===== src/sv/slf_pkg.sv =====
`timescale 1ns / 1ps

package slf_pkg;

    typedef enum logic [1:0] {
        CMD_START  = 2'd0,
        CMD_WRITE  = 2'd1,
        CMD_FINISH = 2'd2,
        CMD_NONE   = 2'd3
    } cmd_t;

    typedef enum logic [1:0] {
        ST_OK      = 2'd0,
        ST_NO_OPEN = 2'd1,
        ST_OVER    = 2'd2,
        ST_UNDER   = 2'd3
    } status_t;

    typedef enum logic [1:0] {
        REG_SOF_FIRST  = 2'd0,
        REG_SOF_SECOND = 2'd1,
        REG_SOF_LEN    = 2'd2,
        REG_STUFF      = 2'd3
    } reg_index_t;

    typedef enum logic [1:0] {
        BK_IDLE,
        BK_START,
        BK_WRITE,
        BK_FINISH
    } back_state_t;

    localparam int CFG_WIDTH = 8;
    localparam logic [1:0] SOF_LEN_RESET = 2'd2;

    // Start sequence steps
    localparam logic [2:0] STEP_SOF1   = 3'd0;
    localparam logic [2:0] STEP_SOF2   = 3'd1;
    localparam logic [2:0] STEP_LEN_HI = 3'd2;
    localparam logic [2:0] STEP_LEN_LO = 3'd3;

    typedef struct packed {
        logic [7:0] sof_first_byte;
        logic [7:0] sof_second_byte;
        logic [1:0] sof_seq_length;
        logic [7:0] stuff_byte;
    } cfg_t;

    typedef struct packed {
        cmd_t        cmd;
        logic [15:0] frame_length;
        logic [31:0] value;
        logic [2:0]  size_bytes;   // normalized to 1..4
    } job_t;

    typedef struct packed {
        logic [7:0] out_byte;
        logic       is_link_byte;
        logic [1:0] status;
        logic       last;
    } result_t;

endpackage


===== src/sv/slf_front.sv =====
`timescale 1ns / 1ps

module slf_front (
    input  logic                clk,
    input  logic                rst_n,
    input  logic                push,
    output logic                full,
    input  logic [1:0]          cmd,
    input  logic [15:0]         frame_length,
    input  logic [31:0]         value,
    input  logic [2:0]          size_bytes,
    output logic                job_valid,
    output slf_pkg::job_t       job,
    input  logic                job_pop
);

    slf_pkg::job_t q_reg [2];
    logic          wr_ptr_reg, wr_ptr_next;
    logic          rd_ptr_reg, rd_ptr_next;
    logic [1:0]    count_reg, count_next;
    logic          enq;
    logic [2:0]    size_norm;
    slf_pkg::job_t job_in;

    assign full      = (count_reg == 2'd2);
    assign job_valid = (count_reg != 2'd0);
    assign job       = q_reg[rd_ptr_reg];

    // Clamp size: zero acts as one, five to seven act as four
    always_comb
    begin
        case (size_bytes)
            3'd0:    size_norm = 3'd1;
            3'd1:    size_norm = 3'd1;
            3'd2:    size_norm = 3'd2;
            3'd3:    size_norm = 3'd3;
            default: size_norm = 3'd4;
        endcase
    end

    // Drop the unused command here; it yields no results
    assign enq = push && !full && (cmd != slf_pkg::CMD_NONE);

    always_comb
    begin
        job_in.cmd          = slf_pkg::cmd_t'(cmd);
        job_in.frame_length = frame_length;
        job_in.value        = value;
        job_in.size_bytes   = size_norm;
    end

    always_comb
    begin
        wr_ptr_next = enq ? ~wr_ptr_reg : wr_ptr_reg;
        rd_ptr_next = job_pop ? ~rd_ptr_reg : rd_ptr_reg;
        case ({enq, job_pop})
            2'b10:   count_next = count_reg + 2'd1;
            2'b01:   count_next = count_reg - 2'd1;
            default: count_next = count_reg;
        endcase
    end

    always_ff @(posedge clk or negedge rst_n)
    begin
        if (!rst_n)
        begin
            wr_ptr_reg <= 1'b0;
            rd_ptr_reg <= 1'b0;
            count_reg  <= 2'd0;
        end
        else
        begin
            wr_ptr_reg <= wr_ptr_next;
            rd_ptr_reg <= rd_ptr_next;
            count_reg  <= count_next;
        end
    end

    always_ff @(posedge clk)
    begin
        if (enq)
        begin
            q_reg[wr_ptr_reg] <= job_in;
        end
    end

endmodule


===== src/sv/slf_back.sv =====
`timescale 1ns / 1ps

module slf_back (
    input  logic                 clk,
    input  logic                 rst_n,
    input  slf_pkg::cfg_t        cfg,
    input  logic                 job_valid,
    input  slf_pkg::job_t        job,
    output logic                 job_pop,
    input  logic                 res_room,
    output logic                 res_valid,
    output slf_pkg::result_t     res
);

    slf_pkg::back_state_t state_reg, state_next;
    slf_pkg::job_t        job_reg, job_next;
    logic [2:0]           idx_reg, idx_next;
    logic                 stuff_reg, stuff_next;
    logic                 open_reg, open_next;
    logic [15:0]          decl_reg, decl_next;
    logic [15:0]          bw_reg, bw_next;
    logic                 fire;
    logic                 done;
    logic                 load;
    logic [7:0]           cur_byte;

    always_comb
    begin
        case (idx_reg)
            3'd4:    cur_byte = job_reg.value[31:24];
            3'd3:    cur_byte = job_reg.value[23:16];
            3'd2:    cur_byte = job_reg.value[15:8];
            default: cur_byte = job_reg.value[7:0];
        endcase
    end

    assign fire      = (state_reg != slf_pkg::BK_IDLE) && res_room;
    assign res_valid = fire;

    always_comb
    begin
        state_next = state_reg;
        job_next   = job_reg;
        idx_next   = idx_reg;
        stuff_next = stuff_reg;
        open_next  = open_reg;
        decl_next  = decl_reg;
        bw_next    = bw_reg;
        done       = 1'b0;
        res        = '0;

        case (state_reg)
            slf_pkg::BK_START:
            begin
                res.is_link_byte = 1'b1;
                res.status       = slf_pkg::ST_OK;
                case (idx_reg)
                    slf_pkg::STEP_SOF1:   res.out_byte = cfg.sof_first_byte;
                    slf_pkg::STEP_SOF2:   res.out_byte = cfg.sof_second_byte;
                    slf_pkg::STEP_LEN_HI: res.out_byte = job_reg.frame_length[15:8];
                    default:              res.out_byte = job_reg.frame_length[7:0];
                endcase
                done = (idx_reg == slf_pkg::STEP_LEN_LO);
                if (fire)
                begin
                    // Skip the second start byte when the sequence length is below two
                    if ((idx_reg == slf_pkg::STEP_SOF1) && !cfg.sof_seq_length[1])
                        idx_next = slf_pkg::STEP_LEN_HI;
                    else
                        idx_next = idx_reg + 3'd1;
                    if (done)
                    begin
                        open_next = 1'b1;
                        decl_next = job_reg.frame_length;
                        bw_next   = 16'd0;
                    end
                end
            end

            slf_pkg::BK_WRITE:
            begin
                if (stuff_reg)
                begin
                    res.out_byte     = cfg.stuff_byte;
                    res.is_link_byte = 1'b1;
                    res.status       = slf_pkg::ST_OK;
                    done             = (idx_reg == 3'd0);
                    if (fire)
                        stuff_next = 1'b0;
                end
                else
                begin
                    if (!open_reg)
                        res.status = slf_pkg::ST_NO_OPEN;
                    else if (bw_reg >= decl_reg)
                        res.status = slf_pkg::ST_OVER;
                    else
                    begin
                        res.out_byte     = cur_byte;
                        res.is_link_byte = 1'b1;
                        res.status       = slf_pkg::ST_OK;
                    end
                    done = (idx_reg == 3'd1) &&
                           !(res.is_link_byte && (cur_byte == cfg.sof_first_byte));
                    if (fire)
                    begin
                        idx_next = idx_reg - 3'd1;
                        if (res.is_link_byte)
                        begin
                            bw_next    = bw_reg + 16'd1;
                            stuff_next = (cur_byte == cfg.sof_first_byte);
                        end
                    end
                end
            end

            slf_pkg::BK_FINISH:
            begin
                if (!open_reg)
                    res.status = slf_pkg::ST_NO_OPEN;
                else if (bw_reg != decl_reg)
                    res.status = slf_pkg::ST_UNDER;
                else
                    res.status = slf_pkg::ST_OK;
                done = 1'b1;
            end

            default:
            begin
                done = 1'b0;
            end
        endcase

        res.last = done;

        // Take the next job as soon as the current one retires
        load    = (state_reg == slf_pkg::BK_IDLE) || (fire && done);
        job_pop = load && job_valid;
        if (load)
        begin
            stuff_next = 1'b0;
            if (job_valid)
            begin
                job_next = job;
                case (job.cmd)
                    slf_pkg::CMD_START:
                    begin
                        state_next = slf_pkg::BK_START;
                        idx_next   = slf_pkg::STEP_SOF1;
                    end
                    slf_pkg::CMD_WRITE:
                    begin
                        state_next = slf_pkg::BK_WRITE;
                        idx_next   = job.size_bytes;
                    end
                    slf_pkg::CMD_FINISH:
                    begin
                        state_next = slf_pkg::BK_FINISH;
                    end
                    default:
                    begin
                        state_next = slf_pkg::BK_IDLE;
                    end
                endcase
            end
            else
            begin
                state_next = slf_pkg::BK_IDLE;
            end
        end
    end

    always_ff @(posedge clk or negedge rst_n)
    begin
        if (!rst_n)
        begin
            state_reg <= slf_pkg::BK_IDLE;
            idx_reg   <= 3'd0;
            stuff_reg <= 1'b0;
            open_reg  <= 1'b0;
            decl_reg  <= 16'd0;
            bw_reg    <= 16'd0;
        end
        else
        begin
            state_reg <= state_next;
            idx_reg   <= idx_next;
            stuff_reg <= stuff_next;
            open_reg  <= open_next;
            decl_reg  <= decl_next;
            bw_reg    <= bw_next;
        end
    end

    always_ff @(posedge clk)
    begin
        job_reg <= job_next;
    end

endmodule


===== src/sv/slf_outq.sv =====
`timescale 1ns / 1ps

module slf_outq (
    input  logic                clk,
    input  logic                rst_n,
    input  logic                wr,
    input  slf_pkg::result_t    wr_data,
    output logic                room,
    output logic                empty,
    input  logic                pop,
    output slf_pkg::result_t    head
);

    slf_pkg::result_t q_reg [2];
    logic             wr_ptr_reg, wr_ptr_next;
    logic             rd_ptr_reg, rd_ptr_next;
    logic [1:0]       count_reg, count_next;
    logic             deq;

    assign room  = (count_reg != 2'd2);
    assign empty = (count_reg == 2'd0);
    assign head  = q_reg[rd_ptr_reg];
    assign deq   = pop && !empty;

    always_comb
    begin
        wr_ptr_next = wr ? ~wr_ptr_reg : wr_ptr_reg;
        rd_ptr_next = deq ? ~rd_ptr_reg : rd_ptr_reg;
        case ({wr, deq})
            2'b10:   count_next = count_reg + 2'd1;
            2'b01:   count_next = count_reg - 2'd1;
            default: count_next = count_reg;
        endcase
    end

    always_ff @(posedge clk or negedge rst_n)
    begin
        if (!rst_n)
        begin
            wr_ptr_reg <= 1'b0;
            rd_ptr_reg <= 1'b0;
            count_reg  <= 2'd0;
        end
        else
        begin
            wr_ptr_reg <= wr_ptr_next;
            rd_ptr_reg <= rd_ptr_next;
            count_reg  <= count_next;
        end
    end

    always_ff @(posedge clk)
    begin
        if (wr)
        begin
            q_reg[wr_ptr_reg] <= wr_data;
        end
    end

endmodule


===== src/sv/sof_length_framer_with_stuffing.sv =====
`timescale 1ns / 1ps

// Channel   Ports                                         Taken when
// request   push, full, cmd, frame_length, value,         push && !full
//           size_bytes
// result    empty, pop, out_byte, is_link_byte,           pop && !empty
//           status, last
// config    cfg_we, cfg_index, cfg_data                   cfg_we
//
// The back sequencer emits one result per cycle unless stalled: a start
// request yields 3 or 4 results, a write request 1 to 8 (one per byte plus
// one per stuff byte), a finish request 1. Requests queue two deep ahead of
// the sequencer, results two deep behind it, so consecutive requests run
// with no gap between them. Reset clears the queues, the packet state and
// the config registers (start sequence length resets to two). A full result
// queue stalls the sequencer; a full request queue raises full.

module sof_length_framer_with_stuffing (
    input  logic        clk,
    input  logic        rst_n,
    // request side
    input  logic        push,
    output logic        full,
    input  logic [1:0]  cmd,
    input  logic [15:0] frame_length,
    input  logic [31:0] value,
    input  logic [2:0]  size_bytes,
    // result side
    output logic        empty,
    input  logic        pop,
    output logic [7:0]  out_byte,
    output logic        is_link_byte,
    output logic [1:0]  status,
    output logic        last,
    // config write port
    input  logic        cfg_we,
    input  logic [1:0]  cfg_index,
    input  logic [slf_pkg::CFG_WIDTH-1:0] cfg_data
);

    slf_pkg::cfg_t    cfg_reg, cfg_next;
    logic             job_valid;
    slf_pkg::job_t    job;
    logic             job_pop;
    logic             res_valid;
    logic             res_room;
    slf_pkg::result_t res;
    slf_pkg::result_t head;

    // Config registers: write by index, hold otherwise
    always_comb
    begin
        cfg_next = cfg_reg;
        if (cfg_we)
        begin
            case (cfg_index)
                slf_pkg::REG_SOF_FIRST:  cfg_next.sof_first_byte  = cfg_data;
                slf_pkg::REG_SOF_SECOND: cfg_next.sof_second_byte = cfg_data;
                slf_pkg::REG_SOF_LEN:    cfg_next.sof_seq_length  = cfg_data[1:0];
                slf_pkg::REG_STUFF:      cfg_next.stuff_byte      = cfg_data;
                default:                 cfg_next = cfg_reg;
            endcase
        end
    end

    always_ff @(posedge clk or negedge rst_n)
    begin
        if (!rst_n)
        begin
            cfg_reg.sof_first_byte  <= 8'd0;
            cfg_reg.sof_second_byte <= 8'd0;
            cfg_reg.sof_seq_length  <= slf_pkg::SOF_LEN_RESET;
            cfg_reg.stuff_byte      <= 8'd0;
        end
        else
        begin
            cfg_reg <= cfg_next;
        end
    end

    // Front: accept requests, normalize size, drop the unused command
    slf_front u_front (
        .clk          (clk),
        .rst_n        (rst_n),
        .push         (push),
        .full         (full),
        .cmd          (cmd),
        .frame_length (frame_length),
        .value        (value),
        .size_bytes   (size_bytes),
        .job_valid    (job_valid),
        .job          (job),
        .job_pop      (job_pop)
    );

    // Back: walk each request byte by byte, track the open packet
    slf_back u_back (
        .clk       (clk),
        .rst_n     (rst_n),
        .cfg       (cfg_reg),
        .job_valid (job_valid),
        .job       (job),
        .job_pop   (job_pop),
        .res_room  (res_room),
        .res_valid (res_valid),
        .res       (res)
    );

    // Result queue decouples the sequencer from the consumer
    slf_outq u_outq (
        .clk     (clk),
        .rst_n   (rst_n),
        .wr      (res_valid),
        .wr_data (res),
        .room    (res_room),
        .empty   (empty),
        .pop     (pop),
        .head    (head)
    );

    assign out_byte     = head.out_byte;
    assign is_link_byte = head.is_link_byte;
    assign status       = head.status;
    assign last         = head.last;

    // Sequencer never writes a full result queue
    a_no_overflow: assert property (@(posedge clk) disable iff (!rst_n)
        res_valid |-> res_room)
        else $error("result written into full queue");

    // Sequencer only takes a job that is queued
    a_pop_valid: assert property (@(posedge clk) disable iff (!rst_n)
        job_pop |-> job_valid)
        else $error("job taken from empty queue");

    // Link bytes always carry ok status; status reports carry a zero byte
    a_link_ok: assert property (@(posedge clk) disable iff (!rst_n)
        (!empty && is_link_byte) |-> (status == slf_pkg::ST_OK))
        else $error("link byte with error status");

    a_report_zero: assert property (@(posedge clk) disable iff (!rst_n)
        (!empty && !is_link_byte) |-> (out_byte == 8'd0))
        else $error("status report with nonzero byte");

endmodule

===== config.mk =====
export PLATFORM = sky130hd
export DESIGN_NAME = sof_length_framer_with_stuffing
export DESIGN_NICKNAME = d
export VERILOG_FILES = /design/src/sv/slf_pkg.sv /design/src/sv/slf_front.sv /design/src/sv/slf_back.sv /design/src/sv/slf_outq.sv /design/src/sv/sof_length_framer_with_stuffing.sv
export SDC_FILE = /design/constraint.sdc
export NUM_CORES = 1
export LEC_CHECK = 0
export ABC_AREA = 1
export BUFFER_PORTS_ARGS = -buffer_cell sky130_fd_sc_hd__buf_2
export CELL_PAD_IN_SITES_DETAIL_PLACEMENT = 1
export CELL_PAD_IN_SITES_GLOBAL_PLACEMENT = 2
export CORE_MARGIN = 2
export CORE_UTILIZATION = 36
export CTS_CLUSTER_DIAMETER = 30
export DETAILED_ROUTE_END_ITERATION = 10
export PLACE_DENSITY_LB_ADDON = 0.2
export SETUP_SLACK_MARGIN = 0.1
export SLEW_MARGIN = 20
export SYNTH_ARGS = -nofsm -noshare
export SYNTH_HDL_FRONTEND = slang
export SYNTH_SLANG_ARGS = --single-unit

===== constraint.sdc =====
create_clock -name clk -period 3.6 [get_ports clk]
set_clock_uncertainty 0.2 [all_clocks]
set_input_delay 0.54 -clock clk [delete_from_list [all_inputs] [get_ports clk]]
set_output_delay 0.54 -clock clk [all_outputs]
set_load 0.02 [all_outputs]

==> results of run 1 <==
power breakdown:
part	switching [mW]	internal (mW)	leakage, nW
combinational	2.30	0.979	2.71
sequential	0.332	4.18	2.61
clock	1.69	3.46	0.921
total	4.32	8.62	6.24
per-stage QoR:
stage | hold slack [ns] | power [mW] | setup TNS, ns | worst slack, ns | cells
floorplan | 0.0444 | 6.64 | -6.19 | -0.0584 | 1063
global route | 0.0111 | 13.8 | 0 | 0.00968 | 1687
finish | 0.0237 | 12.9 | 0 | 0.353 | 1687
detailed placement | 0.274 | 7.83 | -0.857 | -0.0804 | 1532
CTS | 0.00203 | 13.1 | 0 | 0.196 | 1686
global placement | 0.264 | 7.74 | 0 | 0.123 | 1532
repair_timing:
item | 4_1_cts | 5_1_grt
setup endpoints to repair | 49 | 49
pin swaps | 0 | 1
cloned | 0 | 1
hold buffers | 49 | 0
endpoints found under the hold margin | 138 | 0
gates resized for setup | 2 | 6
final timing paths:
check	endpoint	start	cells after the start
hold reg to reg	u_back.decl_reg[3]	u_back.decl_reg[3]	2
hold / removal	u_front.q_reg[0][2]	size_bytes[2]	1
min in group asynchronous	u_back.decl_reg[11]	rst_n	2
setup / recovery	u_front.count_reg[1]	u_back.idx_reg[2]	21
max in group asynchronous	u_back.decl_reg[7]	rst_n	3
setup reg to reg	u_front.count_reg[1]	u_back.idx_reg[2]	21
cell type report:
type / count / area share [%]
Inverter: 103 / 2.69
Clock inverter: 45 / 3.58
Tap cell: 396 / 3.43
Multi-Input combinational cell: 680 / 23.3
Clock buffer: 60 / 9.95
Sequential cell: 250 / 49.5
Timing Repair Buffer: 153 / 7.61
synthesized netlist by cell type (3+ instances only):
master	n	area, sq um
a21oi_1	31	155
a221oi_1	3	26.3
a31oi_1	6	37.5
buf_2	6	30.0
buf_4	3	22.5
clkbuf_1	19	71.3
clkinv_1	4	15.0
dfrtp_1	71	1780
edfxtp_1	178	5350
ha_1	30	375
inv_1	93	349
inv_2	5	18.8
nand2_1	371	1390
nand2_2	4	25.0
nand2_4	4	45.0
nand3_1	34	170
nand4_1	10	62.6
nor2_1	56	210
nor2_2	3	18.8
nor3_1	9	45.0
nor4_1	3	18.8
o21ai_0	65	325
o21ai_2	3	26.3
o22ai_1	6	37.5
o31ai_1	6	45.0
or2_2	3	18.8
xnor2_1	4	35.0
xor2_1	10	87.6
layout by cell type (no fill, tap or decap), drive strengths merged, types with 10 or more instances in the layout:
| master | count |
|---|---|
| clkinvlp | 12 |
| nand4 | 10 |
| edfxtp | 178 |
| buf | 104 |
| nor2 | 59 |
| clkbuf | 60 |
| nand3 | 34 |
| inv | 99 |
| clkinv | 29 |
| dfrtp | 71 |
| nand2 | 380 |
| xor2 | 10 |
| dlygate4sd3 | 49 |
| nor3 | 10 |
| o21ai | 69 |
| ha | 30 |
| a21oi | 32 |
worst max-delay path, delay by kind of cell (launching register included):
family | cells | cell delay [ns]
DFF | 1 | 0.38
and+or+nand+nor | 12 | 1.12
AOI/OAI and AO/OA | 2 | 0.24
adders and majority gates | 2 | 0.60
buffers and inverters | 4 | 0.47
xor gates and xnor gates | 1 | 0.14
kinds of logic (layout without fill, tap and decap cells):
| kind of cell | after synthesis | after routing | synth area share [%] |
|---|---|---|---|
| xor+xnor | 14 | 14 | 1.11 |
| fa+ha+maj | 30 | 30 | 3.41 |
| flops | 250 | 250 | 64.9 |
| buf+inv | 134 | 361 | 5.04 |
| compound gates | 133 | 133 | 6.91 |
| simple gates | 502 | 503 | 18.6 |
metal layers:
metal  vias up  GRT usage, %
met5         -             0
met3        54          3.27
met2       156          29.6
li1       3921             -
met1      3835          26.1
met4         0          5.69
==> summary.md, run 1 <==
| Metric | Value |
|---|---|
| Pleak | `6.24 nW` |
| Crit Path Max Fanout | `11` |
| Clk Latency, worst-skew pair | `0.58 ns` |
| First-pass GRT wire length | `46.1 mm` |
| # Post-CTS Setup Buffers | `0` |
| RSZ-0062 raised after global routing | `yes` |
| FF+latch area | `7150 sq um` |
| Total gr overflow | `0` |
| # rows | `64` |
| Ant. Diodes | `0` |
| Gpl congestion | `0.816` |
| Die area | `32000 sq um` |
| Cts bufs inserted | `56` |
| P per Cell Area | `896 nW/um^2` |
| Slew margin rel. | `32.7%` |
| Final setup vio count | `0` |
| Crit path DAT | `3.50 ns` |
| WL met3 | `around 1.3 mm` |
| Highest routed layer | `met4` |
| Clk buf depth | `3` |
| I/O pin total | `82` |
| WL/cell | `17.1 um` |
| Largest net degree at the start of global routing | `between 50 and 60` |
| Most frequent CP cell | `nand2_1` |
| EDFF count, synth | `about 180` |
| Period utilisation layout | `90.2%` |
| Async set or reset register ratio after synthesis | `28.8%` |
| Slew Viols, Final | `0` |
| Clk Tree Root Cell | `clkbuf_16` |
| Vert. Die Dim | `179 um` |
| Max-Cap Viols | `0` |
| Hold WC Path Type | `primary input to flop` |
| Max reg flops | `106` |
| Routed vias/inst | `4.72` |
| Critical-path top delay cell | `dfrtp_1` |
| Seq cells post-synth | `250` |
| Synth cell types | `45` |
| Clock slew at reported path FFs | `0.05 ns` |
| All-Layer GR Usage | `18.6%` |
| Syn. warnings | `0` |
| CTS Sinks | `250` |
| Critical Path Source Type | `flop` |
| Area of the multi-input gates | `between 3000 and 4000 sq um` |
| CP peak stage delay | `0.38 ns` |
| Post-synthesis instance total | `1063` |
| Post-detail-place hpwl | `just under 20 mm` |
| Final core occ | `47.6%` |
| Reg2Reg Setup Slack | `0.35 ns` |
| Fill count | `3323` |
| WL met1 | `13.6 mm` |
| Initial antenna violation count | `0` |
| Total vias in the final route | `7966` |
| WL met2 | `approximately 13 mm` |
| Tightest Pin Transition | `1.01 ns` |
| Detail Route Antenna Nets | `0` |
| Fraction of layout cells with a size suffix above 1 | `18.4%` |
| Placed cell area | `12000 sq um` |
| Port Buffers | `around 80` |
| Drt total wl | `28.9 mm` |
| DIE WIDTH | `between 150 and 200 um` |
| Synthesized cell area | `roughly 11000 sq um` |
| CTS tree | `done` |
| Mean Syn Cell Area | `between 10 and 15 sq um` |
| Layout area overhead | `31.3%` |
| Critical path class | `flop to flop` |
| Crit path cell chain | `inv_2 > ha_4 > clkinv_2 > nand4_1 > nand2_1 > nand2_1 > nand2_1 > inv_1 > nand2_1 > nor2_1 > nand3_1 > nand2_1 > nand2_1 > nand2_1 > nand2_2 > nand2_4 > inv_2 > ha_1 > a21oi_1 > o21ai_1 > xor2_1` |
| Final Hold Fails | `0` |
| Design area | `14500 sq um` |
| Ys flop type | `edfxtp_1` |
| Outcome | `finished clean` |
| Critical Path End Type | `flop` |
| Nets | `1342` |
| Number of global-route vias before repair | `8346` |
| Core box area | `30300 sq um` |
| Max H-tree Level | `2` |
| Min Tclk post-route | `3.25 ns` |
| Register area share after synthesis | `64.9%` |
| FMAX | `approximately 310 MHz` |
| Initial Utilization | `36.3%` |
| Initial drt markers | `406` |
| Pre-Repair DR Iteration Count | `4` |
| Peak supply drop | `0.567 mV` |
| Syn_nets | `1161` |
| # DRC | `0` |
| Critical Path RT | `3.85 ns` |
Note: power is estimated with default switching activity, not from simulation.
==> run 2: changes to the inputs <==
Settings changed: PLACE_DENSITY_LB_ADDON 0.2 to 0.1.
==> summary.md, run 2 (synthesis results as in run 1) <==
| Metric | Value |
|---|---|
| Outcome | `finished clean (unchanged)` |
| Fill count | `3290 (was 3323)` |
| Design area | `14600 sq um (was 14500 sq um)` |
| Cts bufs inserted | `61 (was 56)` |
| Pleak | `6.34 nW (was 6.24 nW)` |
| Ant. Diodes | `0 (unchanged)` |
| WL met1 | `13.8 mm (was 13.6 mm)` |
| Critical Path End Type | `flop (unchanged)` |
| Clk buf depth | `3 (unchanged)` |
| I/O pin total | `82 (unchanged)` |
| Peak supply drop | `0.701 mV (was 0.567 mV)` |
| Critical Path RT | `3.85 ns (about the same)` |
| Crit path capture | `u_front.count_reg[1] (unchanged)` |
| First-pass GRT wire length | `46.0 mm (was 46.1 mm)` |
| Crit path cell chain | `ha_1 > ha_4 > clkinv_2 > nand4_1 > nand2_1 > nand2_1 > nand2_1 > inv_1 > nand2_1 > nor2_1 > nand3_1 > nand2_1 > nand2_1 > nand2_1 > nand2_2 > nand2_4 > inv_2 > ha_1 > a21oi_1 > o21ai_0 > xor2_1 (was inv_2 > ha_4 > clkinv_2 > nand4_1 > nand2_1 > nand2_1 > nand2_1 > inv_1 > nand2_1 > nor2_1 > nand3_1 > nand2_1 > nand2_1 > nand2_1 > nand2_2 > nand2_4 > inv_2 > ha_1 > a21oi_1 > o21ai_1 > xor2_1)` |
| WL/cell | `17.1 um (about the same)` |
| Crit. path cell count | `21 (unchanged)` |
| Initial Utilization | `36.3% (unchanged)` |
| Crit Path Max Fanout | `11 (unchanged)` |
| CP Launch Point | `u_back.idx_reg[0] (was u_back.idx_reg[2])` |
| Slew Viols, Final | `0 (unchanged)` |
| Pre-Repair DR Iteration Count | `4 (unchanged)` |
| All-Layer GR Usage | `18.9% (was 18.6%)` |
| Fin cells | `1698 (was 1687)` |
| Number of global-route vias before repair | `8318 (was 8346)` |
| Reg-to-Reg End | `u_front.count_reg[1] (unchanged)` |
| Tightest Pin Transition | `0.956 ns (was 1.01 ns)` |
| Initial antenna violation count | `0 (unchanged)` |
| Vert. Die Dim | `179 um (unchanged)` |
| Crit path DAT | `3.42 ns (was 3.50 ns)` |
| Max H-tree Level | `2 (unchanged)` |
| Detail Route Antenna Nets | `0 (unchanged)` |
| Largest net degree at the start of global routing | `64 (was 54)` |
| Initial drt markers | `361 (was 406)` |
| Final setup vio count | `0 (unchanged)` |
| Clock slew at reported path FFs | `0.05 ns (about the same)` |
| Critical Path Source Type | `flop (unchanged)` |
| Min Tclk post-route | `3.17 ns (was 3.25 ns)` |
| # Post-CTS Setup Buffers | `0 (unchanged)` |
| Port Buffers | `81 (unchanged)` |
| Highest routed layer | `met4 (unchanged)` |
| Fraction of layout cells with a size suffix above 1 | `18.0% (was 18.4%)` |
| Total gr overflow | `0 (unchanged)` |
| Drt total wl | `29.1 mm (was 28.9 mm)` |
| Placed cell area | `12000 sq um (about the same)` |
| Gpl congestion | `0.779 (was 0.816)` |
| Die area | `32000 sq um (unchanged)` |
| CTS tree | `done (unchanged)` |
| DIE WIDTH | `179 um (unchanged)` |
| CTS Sinks | `250 (unchanged)` |
| Clk Latency, worst-skew pair | `0.60 ns (was 0.58 ns)` |
| TNS Setup | `0 ns (unchanged)` |
| WL met2 | `13.5 mm (was 13.4 mm)` |
| Dpl cells | `1531 (was 1532)` |
| # rows | `64 (unchanged)` |
| CP Buf/Inv Count | `3 (was 4)` |
| Period utilisation layout | `88.1% (was 90.2%)` |
| Layout area overhead | `32.8% (was 31.3%)` |
| Total vias in the final route | `7900 (was 7966)` |
| Reg2Reg Setup Slack | `0.43 ns (was 0.35 ns)` |
| FMAX | `315 MHz (was 308 MHz)` |
| WL met3 | `1.15 mm (was 1.26 mm)` |
| R2r startpoint | `u_back.idx_reg[0] (was u_back.idx_reg[2])` |
| Final Hold Fails | `0 (unchanged)` |
| Core box area | `30300 sq um (unchanged)` |
| RSZ-0062 raised after global routing | `no (was yes)` |
| Critical path class | `flop to flop (unchanged)` |
| Slew margin rel. | `36.1% (was 32.7%)` |
| Nets | `1348 (was 1342)` |
| P per Cell Area | `912 nW/um^2 (was 896 nW/um^2)` |
| CP peak stage delay | `0.39 ns (was 0.38 ns)` |
| Overall Power | `13.3 mW (was 12.9 mW)` |
| Max reg flops | `106 (unchanged)` |
| Hold WC Path Type | `primary input to flop (unchanged)` |
| Delay-heaviest family, CP | `simple AND/OR/NAND/NOR gates (unchanged)` |
| Final core occ | `48.2% (was 47.6%)` |
| Reg2reg path depth | `21 (unchanged)` |
| # DRC | `0 (unchanged)` |
| Most frequent cells in the layout | `nand2_1 (371), edfxtp_1 (178), inv_1 (92), buf_2 (80), dfrtp_1 (70) (was nand2_1 (371), edfxtp_1 (178), inv_1 (93), buf_2 (80), dfrtp_1 (70))` |
| Most frequent CP cell | `nand2_1 (unchanged)` |
| Clk Tree Root Cell | `clkbuf_16 (unchanged)` |
| Max-Cap Viols | `0 (unchanged)` |
| Critical-path top delay cell | `dfrtp_1 (unchanged)` |
| Post-detail-place hpwl | `19.6 mm (was 19.3 mm)` |
| Routed vias/inst | `4.65 (was 4.72)` |
| Most common cell after layout, fill and taps aside | `nand2_1 (unchanged)` |
run 2: cell count changes in the layout (fill, tap and decap cells not counted), sizes merged:
cell | before | now
nand2 | 380 | 379
buf | 104 | 103
dlygate4sd3 | 49 | 52
inv | 99 | 101
clkbuf | 60 | 76
bufinv | 8 | 9
clkinvlp | 12 | 3
run 2: cell type report:
class / instances / area, sq um / share of cell area [%]
multi-input combinational: 679 / 3360 / 23.0
sequential: 250 / 7150 / 48.9
inverter: 103 / 389 / 2.66
clock inverter: 39 / 498 / 3.41
clock buffer: 76 / 1600 / 11.0
timing repair buffer: 155 / 1120 / 7.68
tap: 396 / 495 / 3.39
run 2: worst min path at each step:
stage,cells past startpoint,startpoint,endpoint,slack (ns)
floorplan,0,rst_n,cfg_reg[0],0.04
global placement,2,u_back.open_reg,u_back.open_reg,0.26
detailed placement,2,u_back.decl_reg[15],u_back.decl_reg[15],0.27
CTS,3,cfg_index[1],cfg_reg[9],0.03
global route,3,cfg_index[1],cfg_reg[9],0.07
finish,3,cfg_index[1],cfg_reg[9],0.05
run 2: where the power goes:
group	switching, mW	leakage (nW)	internal (mW)
sequential	0.358	2.61	4.18
combinational	2.30	2.71	0.980
clock	1.72	1.02	3.79
run 2: layer usage:
metal	GRT usage [%]	vias up
met5	0	-
met1	26.0	3747
met4	6.50	0
li1	-	3944
met2	30.0	163
met3	3.60	46
run 2: per-stage QoR:
stage          hold slack [ns]  worst slack (ns)
2_1_floorplan           0.0444           -0.0584
3_5_place_dp             0.273           -0.0403
4_1_cts                 0.0324             0.189
3_3_place_gp             0.264             0.127
6_report                0.0522             0.429
5_1_grt                 0.0662             0.106
run 2: repair_timing:
action / in CTS / in global routing
resized for setup: 3 / 7
hold buffers: 52 / 0
hold endpoints to repair: 162 / 0
setup endpoints to repair: 49 / 3
run 2: worst reg2reg max path, cell delays in order (launching register included):
cell and delay, ns:
dfrtp_1 0.39, ha_1 0.21, ha_4 0.23, clkinv_2 0.18, nand4_1 0.16, nand2_1 0.09, nand2_1 0.07, nand2_1 0.05
inv_1 0.05, nand2_1 0.06, nor2_1 0.10, nand3_1 0.11, nand2_1 0.12, nand2_1 0.06, nand2_1 0.08, nand2_2 0.07
nand2_4 0.07, inv_2 0.05, ha_1 0.31, a21oi_1 0.13, o21ai_0 0.11, xor2_1 0.15
==> run 3: changes to the inputs <==
Settings changed: CORE_UTILIZATION 36 to 39.
Clock period 3.6 ns to 3.5 ns, I/O delays scaled along.
==> summary.md, run 3 (synthesis results as in run 1) <==
| Metric | Value |
|---|---|
| Outcome | `finished clean (unchanged)` |
| Sw power | `4.77 mW (was 4.38 mW)` |
| Largest net degree at the start of global routing | `54 (was 64)` |
| Total gr overflow | `0 (unchanged)` |
| Busiest grt layer | `met2 (unchanged)` |
| Clk Latency, worst-skew pair | `0.58 ns (was 0.60 ns)` |
| Clk Tree Root Cell | `clkbuf_16 (unchanged)` |
| Min Tclk post-route | `3.20 ns (was 3.17 ns)` |
| CTS tree | `done (unchanged)` |
| Slew Viols, Final | `0 (unchanged)` |
| Number of global-route vias before repair | `8729 (was 8318)` |
| Initial Utilization | `39.6% (was 36.3%)` |
| First-pass GRT wire length | `47.8 mm (was 46.0 mm)` |
| Most frequent CP cell | `nand2_1 (unchanged)` |
| I/O pin total | `82 (unchanged)` |
| RSZ-0062 raised after global routing | `no (unchanged)` |
| Core box area | `27800 sq um (was 30300 sq um)` |
| Period utilisation layout | `91.3% (was 88.1%)` |
| Final Hold Fails | `0 (unchanged)` |
| Detail Route Antenna Nets | `0 (unchanged)` |
| Crit Path Max Fanout | `8 (was 11)` |
| Gpl congestion | `0.830 (was 0.779)` |
| Max H-tree Level | `3 (was 2)` |
| Crit path DAT | `3.41 ns (was 3.42 ns)` |
| Most frequent cells in the layout | `nand2_1 (370), edfxtp_1 (178), inv_1 (92), buf_2 (80), dfrtp_1 (70) (was nand2_1 (371), edfxtp_1 (178), inv_1 (92), buf_2 (80), dfrtp_1 (70))` |
| Nets | `1353 (was 1348)` |
| Peak supply drop | `0.519 mV (was 0.701 mV)` |
| Comb power frac | `23.6% (was 24.6%)` |
| Sequential share of power | `31.9% (was 34.1%)` |
| GR Util met2 | `36.0% (was 30.0%)` |
| Hold_sp | `cfg_data[7] (was cfg_index[1])` |
| Layout area overhead | `36.0% (was 32.8%)` |
| R2r startpoint | `u_back.idx_reg[0] (unchanged)` |
| Critical Path End Type | `flop (unchanged)` |
| Met3 Use GR | `4.53% (was 3.60%)` |
| Cts bufs inserted | `67 (was 61)` |
| Critical Path Source Type | `flop (unchanged)` |
| Initial drt markers | `387 (was 361)` |
| Hold WC Path Type | `primary input to flop (unchanged)` |
| Initial antenna violation count | `0 (unchanged)` |
| Routed vias/inst | `4.78 (was 4.65)` |
| Tightest Pin Transition | `1.00 ns (was 0.956 ns)` |
| Port Buffers | `81 (unchanged)` |
| Die area | `29600 sq um (was 32000 sq um)` |
| Worst hold slack | `0.105 ns (was 0.0522 ns)` |
| Max reg flops | `106 (unchanged)` |
| Reg-to-Reg End | `u_front.count_reg[1] (unchanged)` |
| Ant. Diodes | `0 (unchanged)` |
| CTS Sinks | `250 (unchanged)` |
| Post-detail-place hpwl | `18.9 mm (was 19.6 mm)` |
| Clock slew at reported path FFs | `0.04 ns (was 0.05 ns)` |
| Int Power | `9.90 mW (was 8.95 mW)` |
| Critical Path RT | `3.72 ns (was 3.85 ns)` |
| Reg2reg path depth | `21 (unchanged)` |
| Max-Cap Viols | `0 (unchanged)` |
| Switch share | `32.5% (was 32.9%)` |
| FMAX | `313 MHz (was 315 MHz)` |
| Pre-Repair DR Iteration Count | `4 (unchanged)` |
| Pleak | `6.50 nW (was 6.34 nW)` |
| DIE WIDTH | `172 um (was 179 um)` |
| Hold Crit Depth | `3 (unchanged)` |
| Clk pwr share | `44.4% (was 41.3%)` |
| P per Cell Area | `980 nW/um^2 (was 912 nW/um^2)` |
| Vert. Die Dim | `172 um (was 179 um)` |
| Total vias in the final route | `8057 (was 7900)` |
| Critical path class | `flop to flop (unchanged)` |
| All-Layer GR Usage | `21.4% (was 18.9%)` |
| Critical-path top delay cell | `dfrtp_1 (unchanged)` |
| Most common cell after layout, fill and taps aside | `nand2_1 (unchanged)` |
| CP peak stage delay | `0.40 ns (was 0.39 ns)` |
| TNS Setup | `0 ns (unchanged)` |
| Slew margin rel. | `33.2% (was 36.1%)` |
| # DRC | `0 (unchanged)` |
| Final setup vio count | `0 (unchanged)` |
| Fraction of layout cells with a size suffix above 1 | `19.2% (was 18.0%)` |
| WL/cell | `17.9 um (was 17.1 um)` |
| Clk buf depth | `3 (unchanged)` |
| Crit path cell chain | `ha_1 > ha_2 > buf_4 > nand2_1 > nand2_1 > nor2_2 > nand3b_1 > nand2_1 > nand2_1 > nor2_4 > nand3_2 > nand2_2 > nand2_1 > nand2_1 > nand2_2 > nand2_4 > inv_4 > ha_4 > a21oi_1 > o21ai_1 > xor2_1 (was ha_1 > ha_4 > clkinv_2 > nand4_1 > nand2_1 > nand2_1 > nand2_1 > inv_1 > nand2_1 > nor2_1 > nand3_1 > nand2_1 > nand2_1 > nand2_1 > nand2_2 > nand2_4 > inv_2 > ha_1 > a21oi_1 > o21ai_0 > xor2_1)` |
| Reg2Reg Setup Slack | `0.30 ns (was 0.43 ns)` |
| Drt total wl | `30.3 mm (was 29.1 mm)` |
| M1 GR Usage | `27.3% (was 26.0%)` |
| Hold endpoint | `cfg_reg[25] (was cfg_reg[9])` |
| # rows | `61 (was 64)` |
run 3: cell count changes in the layout (fill, tap and decap cells not counted), sizes merged:
cell    change
buf         -1
bufinv      +3
clkbuf      +6
clkinv      +1
inv         -2
run 3: worst max-delay path: cells and delay by family (launching register included):
family / cells / cell delay [ns]
buffers and inverters: 2 / 0.23
flip-flops: 1 / 0.40
XOR/XNOR: 1 / 0.14
AO/OA/AOI/OAI: 2 / 0.20
AND/OR/NAND/NOR: 13 / 1.23
adder cells (fa/ha/maj): 3 / 0.67
run 3: timing repair:
item / in CTS / in global routing
gates resized for setup: 3 / 12
hold buffers: 52 / 0
pin swaps: 0 / 2
setup buffers: 0 / 1
endpoints found under the hold margin: 149 / 0
endpoints found under the setup margin: 1 / 1
run 3: how the worst max path moves through the flow:
stage | start | end | slack (ns) | cells after the start
after floorplan | cmd[0] | u_front.q_reg[0][0] | -0.14 | 3
after global placement | u_back.idx_reg[0] | u_front.count_reg[1] | 0.25 | 21
after detailed placement | u_back.idx_reg[0] | u_front.count_reg[1] | 0.11 | 21
after CTS | u_back.idx_reg[0] | u_front.count_reg[1] | 0.14 | 23
after global routing | u_back.idx_reg[0] | u_front.count_reg[1] | 0.1 | 21
final | u_back.idx_reg[0] | u_front.count_reg[1] | 0.30 | 21
run 3: per-layer routing:
layer | wire length [um] | share of wire (%)
met1 | 13500 | 45
met2 | 14800 | 49
met3 | 1180 | 3.9
met4 | 734 | 2.4
met5 | 0 | 0
run 3: through the flow:
stage	instance area (sq um)	power (mW)	utilization (%)	instances	setup WS [ns]
after floorplan	11000	6.83	-	1063	-0.143
after global placement	11900	8.02	42.9	1511	0.252
after detailed placement	11900	8.11	42.9	1511	0.112
after CTS	14900	14.8	53.7	1686	0.140
after global routing	15000	15.5	53.9	1687	0.0981
final	15000	14.7	53.9	1687	0.305
run 3: power groups by stage:
| stage | clock network (mW) | logic [mW] | registers (mW) |
|---|---|---|---|
| floorplan | 0 | 2.28 | 4.55 |
| global placement | 0 | 3.31 | 4.70 |
| detailed placement | 0 | 3.38 | 4.73 |
| CTS | 6.62 | 3.48 | 4.69 |
| global route | 6.80 | 3.94 | 4.76 |
| finish | 6.51 | 3.47 | 4.69 |
run 3: final cells by class:
class                   count  area, sq um
flip-flops and latches    250         7150
fillers                  2996        12800
multi-input cells         679         3380
inverters                 103          392
clock inverters            41          662
repair buffers            154         1120
clock buffers              82         1790
well taps                 378          473
